===== src/design/cqe_pkg.sv =====
// shared types and constants for the circular queue engine
package cqe_pkg;

  localparam int unsigned DATA_W    = 32;
  localparam int unsigned DEPTH_DEF = 8;

  typedef enum logic [1:0] {
    OP_ENQ  = 2'd0,
    OP_DEQ  = 2'd1,
    OP_SHOW = 2'd2,
    OP_PEEK = 2'd3
  } op_e;

  typedef enum logic [1:0] {
    ST_OK    = 2'd0,
    ST_FULL  = 2'd1,
    ST_EMPTY = 2'd2
  } status_e;

  typedef struct packed {
    op_e                       operation;
    logic signed [DATA_W-1:0]  push_value;
  } in_item_t;

  typedef struct packed {
    status_e                   status;
    logic signed [DATA_W-1:0]  data;
    logic                      last;
  } out_item_t;

  typedef struct packed {
    op_e                       op;
    logic                      writes;
    logic signed [DATA_W-1:0]  value;
  } cmd_t;

endpackage


===== src/design/cqe_front.sv =====
// input register and command decode
module cqe_front (
  input  logic              clk_i,
  input  logic              rst_ni,
  input  logic              in_valid_i,
  output logic              in_stall_o,
  input  cqe_pkg::in_item_t in_i,
  output logic              cmd_valid_o,
  input  logic              cmd_full_i,
  output cqe_pkg::cmd_t     cmd_o
);
  import cqe_pkg::*;

  logic  valid_q;
  cmd_t  cmd_q;
  cmd_t  cmd_d;
  logic  push;
  logic  load;

  assign push       = valid_q && !cmd_full_i;
  assign in_stall_o = valid_q && cmd_full_i;
  assign load       = in_valid_i && !in_stall_o;

  always_comb begin
    cmd_d.op     = in_i.operation;
    cmd_d.writes = (in_i.operation == OP_ENQ);
    cmd_d.value  = (in_i.operation == OP_ENQ) ? in_i.push_value : '0;
  end

  always_ff @(posedge clk_i or negedge rst_ni) begin
    if (!rst_ni) begin
      valid_q <= 1'b0;
    end else if (load) begin
      valid_q <= 1'b1;
    end else if (push) begin
      valid_q <= 1'b0;
    end
  end

  always_ff @(posedge clk_i) begin
    if (load) begin
      cmd_q <= cmd_d;
    end
  end

  assign cmd_valid_o = valid_q;
  assign cmd_o       = cmd_q;

endmodule


===== src/design/cqe_cmd_fifo.sv =====
// two-entry command queue between front and back
module cqe_cmd_fifo (
  input  logic          clk_i,
  input  logic          rst_ni,
  input  logic          push_i,
  input  cqe_pkg::cmd_t push_cmd_i,
  output logic          full_o,
  input  logic          pop_i,
  output logic          valid_o,
  output cqe_pkg::cmd_t cmd_o
);
  import cqe_pkg::*;

  cmd_t        entry_q [2];
  logic        wr_ptr_q;
  logic        rd_ptr_q;
  logic [1:0]  count_q;
  logic        do_push;
  logic        do_pop;

  assign full_o  = (count_q == 2'd2);
  assign valid_o = (count_q != 2'd0);
  assign do_push = push_i && !full_o;
  assign do_pop  = pop_i && valid_o;
  assign cmd_o   = entry_q[rd_ptr_q];

  always_ff @(posedge clk_i or negedge rst_ni) begin
    if (!rst_ni) begin
      wr_ptr_q <= 1'b0;
      rd_ptr_q <= 1'b0;
      count_q  <= 2'd0;
    end else begin
      if (do_push) begin
        wr_ptr_q <= ~wr_ptr_q;
      end
      if (do_pop) begin
        rd_ptr_q <= ~rd_ptr_q;
      end
      if (do_push && !do_pop) begin
        count_q <= count_q + 2'd1;
      end else if (do_pop && !do_push) begin
        count_q <= count_q - 2'd1;
      end
    end
  end

  always_ff @(posedge clk_i) begin
    if (do_push) begin
      entry_q[wr_ptr_q] <= push_cmd_i;
    end
  end

endmodule


===== src/design/cqe_back.sv =====
// ring buffer storage, pointer update and result register
module cqe_back #(
  parameter int unsigned DEPTH = cqe_pkg::DEPTH_DEF
) (
  input  logic               clk_i,
  input  logic               rst_ni,
  input  logic               cmd_valid_i,
  input  cqe_pkg::cmd_t      cmd_i,
  output logic               cmd_pop_o,
  output logic               out_valid_o,
  input  logic               out_stall_i,
  output cqe_pkg::out_item_t out_o
);
  import cqe_pkg::*;

  localparam int unsigned AW       = $clog2(DEPTH);
  localparam logic [AW-1:0] LAST_IDX = AW'(DEPTH - 1);

  logic signed [DATA_W-1:0] mem [DEPTH];
  logic signed [DATA_W-1:0] rd_q;

  logic [AW-1:0] head_q, head_d;
  logic [AW-1:0] tail_q, tail_d;
  logic          holds_q, holds_d;
  logic          busy_q, busy_d;
  logic [AW-1:0] pos_q, pos_d;

  logic          out_valid_q;
  status_e       status_q, status_d;
  logic          last_q, last_d;
  logic          use_mem_q, use_mem_d;

  logic          fire;
  logic          pop;
  logic          wr_en;
  logic [AW-1:0] wr_addr;
  logic          rd_en;
  logic [AW-1:0] rd_addr;
  logic [AW-1:0] tail_nx;

  function automatic logic [AW-1:0] next_pos(input logic [AW-1:0] p);
    return (p == LAST_IDX) ? '0 : p + AW'(1);
  endfunction

  assign fire    = cmd_valid_i && (!out_valid_q || !out_stall_i);
  assign tail_nx = next_pos(tail_q);

  always_comb begin
    head_d    = head_q;
    tail_d    = tail_q;
    holds_d   = holds_q;
    busy_d    = busy_q;
    pos_d     = pos_q;
    pop       = 1'b1;
    wr_en     = 1'b0;
    wr_addr   = tail_nx;
    rd_en     = 1'b0;
    rd_addr   = head_q;
    status_d  = ST_OK;
    last_d    = 1'b1;
    use_mem_d = 1'b0;
    if (cmd_i.writes) begin
      if (!holds_q) begin
        head_d  = '0;
        tail_d  = '0;
        holds_d = 1'b1;
        wr_en   = 1'b1;
        wr_addr = '0;
      end else if (tail_nx == head_q) begin
        status_d = ST_FULL;
      end else begin
        tail_d = tail_nx;
        wr_en  = 1'b1;
      end
    end else if (!holds_q) begin
      status_d = ST_EMPTY;
    end else begin
      case (cmd_i.op)
        OP_DEQ: begin
          rd_en     = 1'b1;
          use_mem_d = 1'b1;
          if (head_q == tail_q) begin
            head_d  = '0;
            tail_d  = '0;
            holds_d = 1'b0;
          end else begin
            head_d = next_pos(head_q);
          end
        end
        OP_SHOW: begin
          rd_en     = 1'b1;
          use_mem_d = 1'b1;
          rd_addr   = busy_q ? pos_q : head_q;
          last_d    = (rd_addr == tail_q);
          if (last_d) begin
            busy_d = 1'b0;
          end else begin
            pop    = 1'b0;
            busy_d = 1'b1;
            pos_d  = next_pos(rd_addr);
          end
        end
        OP_PEEK: begin
          rd_en     = 1'b1;
          use_mem_d = 1'b1;
        end
        default: begin
          status_d = ST_EMPTY;
        end
      endcase
    end
  end

  assign cmd_pop_o = fire && pop;

  always_ff @(posedge clk_i or negedge rst_ni) begin
    if (!rst_ni) begin
      head_q      <= '0;
      tail_q      <= '0;
      holds_q     <= 1'b0;
      busy_q      <= 1'b0;
      pos_q       <= '0;
      out_valid_q <= 1'b0;
      status_q    <= ST_OK;
      last_q      <= 1'b0;
      use_mem_q   <= 1'b0;
    end else if (fire) begin
      head_q      <= head_d;
      tail_q      <= tail_d;
      holds_q     <= holds_d;
      busy_q      <= busy_d;
      pos_q       <= pos_d;
      out_valid_q <= 1'b1;
      status_q    <= status_d;
      last_q      <= last_d;
      use_mem_q   <= use_mem_d;
    end else if (!out_stall_i) begin
      out_valid_q <= 1'b0;
    end
  end

  always_ff @(posedge clk_i) begin
    if (fire && wr_en) begin
      mem[wr_addr] <= cmd_i.value;
    end
    if (fire && rd_en) begin
      rd_q <= mem[rd_addr];
    end
  end

  assign out_valid_o  = out_valid_q;
  assign out_o.status = status_q;
  assign out_o.data   = use_mem_q ? rd_q : '0;
  assign out_o.last   = last_q;

endmodule


===== src/design/circular_queue_engine.sv =====
// top level of the circular queue engine
// usage:
//   input channel in_valid_i / in_stall_o / in_i carries one operation per
//   transaction: enqueue, dequeue, display or peek, with the word to store.
//   output channel out_valid_o / out_stall_i / out_o carries the results:
//   status, data and last. every operation gives one result with last set,
//   except display, which gives one result per stored word, oldest first.
// path: a transaction accepted at the input passes the input register, the
//   command queue, execute and the result register before its result leaves.
// throughput: enqueue, dequeue and peek sustain one transaction per cycle when
//   nothing stalls; display holds the execute stage until every stored word is
//   read, as the single read port of the word store delivers one word per cycle.
// reset: the queue comes up empty; stored words are not cleared and no
//   clearing pass is needed.
// receiver stall: the result register holds its transaction, the execute
//   stage waits, the command queue fills and in_stall_o then rises.
module circular_queue_engine #(
  parameter int unsigned DEPTH = cqe_pkg::DEPTH_DEF
) (
  input  logic               clk_i,
  input  logic               rst_ni,
  input  logic               in_valid_i,
  output logic               in_stall_o,
  input  cqe_pkg::in_item_t  in_i,
  output logic               out_valid_o,
  input  logic               out_stall_i,
  output cqe_pkg::out_item_t out_o
);
  import cqe_pkg::*;

  logic fr_valid;
  cmd_t fr_cmd;
  logic q_full;
  logic q_valid;
  cmd_t q_cmd;
  logic q_pop;

  cqe_front u_front (
    .clk_i       (clk_i),
    .rst_ni      (rst_ni),
    .in_valid_i  (in_valid_i),
    .in_stall_o  (in_stall_o),
    .in_i        (in_i),
    .cmd_valid_o (fr_valid),
    .cmd_full_i  (q_full),
    .cmd_o       (fr_cmd)
  );

  cqe_cmd_fifo u_fifo (
    .clk_i      (clk_i),
    .rst_ni     (rst_ni),
    .push_i     (fr_valid),
    .push_cmd_i (fr_cmd),
    .full_o     (q_full),
    .pop_i      (q_pop),
    .valid_o    (q_valid),
    .cmd_o      (q_cmd)
  );

  cqe_back #(
    .DEPTH (DEPTH)
  ) u_back (
    .clk_i       (clk_i),
    .rst_ni      (rst_ni),
    .cmd_valid_i (q_valid),
    .cmd_i       (q_cmd),
    .cmd_pop_o   (q_pop),
    .out_valid_o (out_valid_o),
    .out_stall_i (out_stall_i),
    .out_o       (out_o)
  );

  a_err_is_last: assert property (@(posedge clk_i) disable iff (!rst_ni)
    (out_valid_o && out_o.status != ST_OK) |-> out_o.last)
    else $error("error status without last");

  a_err_no_data: assert property (@(posedge clk_i) disable iff (!rst_ni)
    (out_valid_o && out_o.status != ST_OK) |-> (out_o.data == '0))
    else $error("error status with nonzero data");

  a_pop_needs_cmd: assert property (@(posedge clk_i) disable iff (!rst_ni)
    q_pop |-> q_valid)
    else $error("command popped from empty queue");

  a_no_status_three: assert property (@(posedge clk_i) disable iff (!rst_ni)
    out_valid_o |-> (out_o.status == ST_OK || out_o.status == ST_FULL ||
                     out_o.status == ST_EMPTY))
    else $error("undefined status code");

endmodule


===== config.mk =====
export PLATFORM = sky130hd
export DESIGN_NAME = circular_queue_engine
export DESIGN_NICKNAME = d
export VERILOG_FILES = /design/src/design/cqe_pkg.sv /design/src/design/cqe_front.sv /design/src/design/cqe_cmd_fifo.sv /design/src/design/cqe_back.sv /design/src/design/circular_queue_engine.sv
export SDC_FILE = /design/constraint.sdc
export NUM_CORES = 1
export LEC_CHECK = 0
export ABC_CLOCK_PERIOD_IN_PS = 13000
export CAP_MARGIN = 20
export CORE_MARGIN = 2
export CORE_UTILIZATION = 55
export CTS_CLUSTER_SIZE = 25
export DETAILED_ROUTE_END_ITERATION = 12
export DONT_BUFFER_PORTS = 1
export GPL_TIMING_DRIVEN = 0
export HOLD_SLACK_MARGIN = 0.05
export PLACE_DENSITY = 0.7
export SKIP_CTS_REPAIR_TIMING = 1
export SLEW_MARGIN = 40
export SYNTH_ARGS = -nofsm -noshare
export SYNTH_HDL_FRONTEND = slang
export SYNTH_SLANG_ARGS = --single-unit

===== constraint.sdc =====
create_clock -name clk_i -period 13 [get_ports clk_i]
set_input_delay 1.3 -clock clk_i [delete_from_list [all_inputs] [get_ports clk_i]]
set_output_delay 1.3 -clock clk_i [all_outputs]
set_load 0.005 [all_outputs]

# After elaboration in Yosys (flattened, before gate mapping)
# Memory sizes are Yosys's and may differ from the RTL's. A register that Yosys moved wholly into a read port is not among the register bits.
# Index checks and enable logic that the tools add are counted.
# word_totals
inputBits	38
out_inout_bits	37
mem_count	2
ramBits	326
register_bits	56
# op_classes
reduce_logical	29
n_bitwise	4
n_eq_ne	13
add_sub_neg	5
mux	54
# mem_list
memory	depth	word_bits	read_ports	rd_clocked_by_memory_dff	wr	line	text
u_back.mem	8	32	1	1	1	cqe_back.sv:19	logic signed [DATA_W-1:0] mem [DEPTH];
u_fifo.entry_q	2	35	1	0	1	cqe_cmd_fifo.sv:14	cmd_t entry_q [2];
# ops
op	count
$mux 3	20
$mux 32	1
$mux 1	27
$mux 2	6
$reduce_bool 2->1	6
$logic_and 1x1->1	10
$reduce_and 5->1	2
$add 3x1->3 const B	3
$eq 3x3->1	3
$eq 3x3->1 const B	3
$reduce_and 4->1	2
$eq 2x2->1 const B	3
$logic_not 1->1	6
$not 1->1	4
$ne 3x3->1 const B	1
$reduce_or 3->1	1
$add 2x1->2 const B	1
$eq 2x1->1 const B	1
$logic_not 2->1	1
$ne 2x1->1 const B	1
$ne 2x2->1 const B	1
$sub 2x1->2 const B	1
$logic_or 1x1->1	1

# Depth between registers and ports, before layout
# depth
depth_word	11
depth_mapped	10
mapped_depth_nobuf	8

# Cells and area by module
# Synthesis repeated with hierarchy kept, for this count alone.
# unflattened
cells_unflattened	1048
hier_area_um2	16503.3
# modules_own_cells
mod	n_inst	seq_area_each_um2	area_each_um2	cells_each
cqe_back	1	9048.7	12050.3	840
cqe_cmd_fifo	1	2202.1	2876.5	128
cqe_front	1	1076.0	1576.5	80

# Worst setup path after synthesis
# OpenSTA, ideal clock, no wires.
# synth_path
path_type	input to register
from	input out_stall_i
to	memory u_back.mem[1][0], enable pin
setup_time_ns	0.501
stages	5
n_path_buf	0
slack_ns	7.512
arrival_ns	4.986
path_cell_list	nand2_1 -> o21ai_1 -> nor2_1 -> o211ai_1 -> nor4_1
# synth_between
elab_chain_len	6
# synth_lines
element	line	text
from (decl)	circular_queue_engine.sv:26	input logic out_stall_i,
$logic_not 1->1	cqe_back.sv:45	assign fire = cmd_valid_i && (!out_valid_q || !out_stall_i);
$logic_or 1x1->1	cqe_back.sv:45	
$logic_and 1x1->1	cqe_back.sv:45	
$logic_and 1x1->1	cqe_back.sv:143	if (fire && wr_en) begin
$mux 1	cqe_back.sv:143	
$mux 1 (implied by the code)	cqe_back.sv:144	mem[wr_addr] <= cmd_i.value;
to (decl)	cqe_back.sv:19	
# No other way between the ends.

# Worst setup path after layout
# layout_path
from	register u_back.head_q[0]
to	memory u_back.mem[2][14], enable pin
# layout_between
elab_chain_len	7
# layout_lines
element	line	text
from (decl)	cqe_back.sv:22	logic [AW-1:0] head_q, head_d;
from (signal assigned)	cqe_back.sv:118	head_q <= '0;
from (signal assigned)	cqe_back.sv:128	head_q <= head_d;
$eq 3x3->1	cqe_back.sv:69	end else if (tail_nx == head_q) begin
$mux 1	cqe_back.sv:69	
$mux 1	cqe_back.sv:63	if (!holds_q) begin
$mux 1	cqe_back.sv:62	if (cmd_i.writes) begin
$logic_and 1x1->1	cqe_back.sv:143	
$mux 1	cqe_back.sv:143	
$mux 1 (implied by the code)	cqe_back.sv:144	
# No other way between the ends.

==> flow_summary.yaml <==
status:
  status: "completed"
synthesis:
  syn_inst: 1146
  synthFlopType: "edfxtp_1"
  ys_warn_count: 0
  synth_area_per_cell_sq_um: 14.9
  synthesis.nets: 1191
  synthesis.area_sq_mm: 0.0171
  synth.distinct_cells: 42
  ys_seq_area_frac: 0.720
  synthArstFlopShare: 0.0507
  ys_ff_latch: 414
  synth_edf_count: 393
die:
  die_y_um: 180
  row_count: 64
  io_pins: 75
  core-area_sq_mm: 0.0306
  die-area_sq_mm: 0.0326
  die_x_um: 180
  floorplan.initialDensity: 0.560
pwr:
  seqPwrFrac: 0.445
  pwr-share-clk: 0.240
  vdd_drop_max_v: 0.000117
  p_int_mw: 2.88
  cellLeakagePower_nw: 6.61
  power_switching_mw: 1.56
  p_per_area_mw_per_mm2: 231
  swShare: 0.351
  p_comb_frac: 0.315
cts:
  clock_path_buffers: 3
  cts_tree: "done"
  clock-sinks: 414
  clk_pin_slew_ps: 60
  h-tree-depth: 2
  insertion_delay_ps: 540
  ctsRootBufferMaster: "clkbuf_16"
  cts_buffers: 41
worst_setup_path:
  critPathCapture: "u_back.mem[2][14]"
  cp_data_arrival_time_ps: 4210
  timing.rr.end: "u_back.mem[2][14]"
  critPathLaunch: "u_back.head_q[0]"
  end_kind: "flip-flop"
  r2r_slack_ps: 9010
  crit_required_ps: 13220
  startpoint_type: "flip-flop"
  critPathMaxFanout: 10
  crit_type: "flip-flop to flip-flop"
  r2r_start: "u_back.head_q[0]"
  r2r_cells: 8
place:
  preCtsSetupSlack_ps: 9180
  dp.cells: 1580
  io_buffers: 0
  gp_congestion: 0.830
  dp_hpwl_um: 27900
grt:
  grt_pass1_vias: 10515
  antenna_found_initial: 0
  grt_util_all_layers: 0.253
  grt_pass1_wl_um: 62700
  grt_start_max_net_pins: 25
  overflow: 0
routing:
  wl_met2_um: 19200
  antenna_left: 0
  first_pass_iters: 7
  route.detailed.drc: 0
  vias_per_cell: 6.30
  via_count: 10420
  top_layer_used: "met4"
  wire_per_inst_um: 24.8
  drt-initial-drc-count: 1188
  dr_wl_met3_um: 4070
  wl_met1_um: 16300
  routed_wl_um: 41100
timing:
  slew_headroom: 0.392
  skew_ps: 18.9
  maxSlewViolCount: 0
  finalWorstSetupSlack_ps: 9010
  worst_pin_slew_ps: 889
  final.setup.tns_ps: 0
  hold_viol: 0
  rsz0062_at_grt: "no"
  finalSetupViolations: 0
  period_needed_ps: 3990
  layout_worst_path_cycle_share: 0.307
  fmax_mhz: 251
min_path:
  holdPathStages: 0
  min_from: "u_front.cmd_o[26]"
  hp-class: "flip-flop to flip-flop"
layout:
  mostFrequentLayoutCell: "edfxtp_1"
  layout-drive-gt1-share: 0.131
  nets: 1272
  area_growth_syn_to_layout_pct: 12.5
  n_antenna_cell: 0
  final_cell_mix: "edfxtp_1, inv_1, a211oi_1"
  post-route-util: 0.629
  stdcell_count: 1654
flow_run:
  maxCapViolations: 0
worst max-delay path: stages, from the launching register on:
cell	delay [ps]
dfrtp_1	350
clkbuf_1	470
clkbuf_1	560
clkbuf_1	580
o221ai_1	420
nor3_2	540
buf_4	260
buf_2	230
buf_2	260
final cells by class:
cell class,instances,area [sq um]
buffer,96,387
inverter,135,507
clock inverter,19,87.6
clock buffer,55,1100
timing repair buffer,38,350
sequential,414,12300
fill,2263,11300
multi-input combinational,501,4000
tap,396,495
stage by stage:
stage | hold slack (ps) | area, sq um | power, mW
2_1_floorplan | 421 | 17100 | 2.81
3_3_place_gp | 425 | 17600 | 3.28
3_5_place_dp | 430 | 18000 | 3.37
4_1_cts | 444 | 19200 | 4.43
5_1_grt | 443 | 19300 | 4.63
6_report | 441 | 19300 | 4.44
synth_stat cells, drive strengths merged, types with 2 or more instances:
master	instances	area, sq um
dfrtp	21	526
a22o	4	35.0
nor4	33	206
clkbuf	81	304
nand2b	2	12.5
a211o	2	17.5
nand2	14	52.6
nor2	15	56.3
mux2i	5	50.1
inv	134	503
buf	15	82.6
xor2	6	52.6
and3	4	25.0
a21o	2	15.0
nor3	10	50.1
xnor2	9	78.8
and2	65	407
o211ai	3	22.5
or3b	2	20.0
o21ai	6	30.0
a211oi	130	986
o311ai	2	17.5
mux2	40	450
nand3	2	10.0
nand3b	2	15.0
ha	7	87.6
a2111oi	129	1150
edfxtp	393	11800
cells by family after synthesis:
group                      after synthesis  share of synthesized area
xor gates and xnor gates                15                    0.00767
buffers and inverters                  231                     0.0522
AOI/OAI and AO/OA                      284                      0.135
and+or+nand+nor                        150                     0.0503
DFF                                    414                      0.720
adders and majority gates                7                    0.00512
muxes                                   45                     0.0292
worst min-delay path by stage:
stage | end | slack (ps)
6_report | u_fifo.entry_q[0][26] | 440
5_1_grt | u_fifo.count_q[1] | 440
4_1_cts | u_fifo.entry_q[0][26] | 440
3_3_place_gp | u_fifo.entry_q[0][18] | 420
2_1_floorplan | u_fifo.entry_q[0][0] | 420
3_5_place_dp | u_fifo.entry_q[0][15] | 430
power groups by stage:
| stage | Combinational, mW | Clock, mW | Sequential, mW |
|---|---|---|---|
| after floorplan | 0.825 | 0 | 1.99 |
| after global placement | 1.26 | 0 | 2.02 |
| after detailed placement | 1.37 | 0 | 2.00 |
| after CTS | 1.37 | 1.08 | 1.98 |
| after global routing | 1.50 | 1.13 | 2.00 |
| final | 1.40 | 1.06 | 1.98 |
sequential cells by signal (all words and copies together), names as in the netlist:
register             count
u_front.cmd_valid_o      1
u_back.mem             256
u_back.pos_q             3
u_back.rd_q             32
u_back.out_valid_o       1
u_back.status_q          2
u_back.use_mem_q         1
u_front.cmd_o           35
u_back.tail_q            3
u_back.busy_q            1
u_fifo.wr_ptr_q          1
u_back.head_q            3
u_back.holds_q           1
u_fifo.rd_ptr_q          1
u_fifo.count_q           2
u_fifo.entry_q          70
u_back.last_q            1
routing by layer:
metal / up-vias / track usage
met2: 547 / 0.405
met3: 101 / 0.0511
li1: 4670 / -
met5: - / 0
met1: 5102 / 0.350
met4: 0 / 0.0871
(Power assumes the default switching activity.)
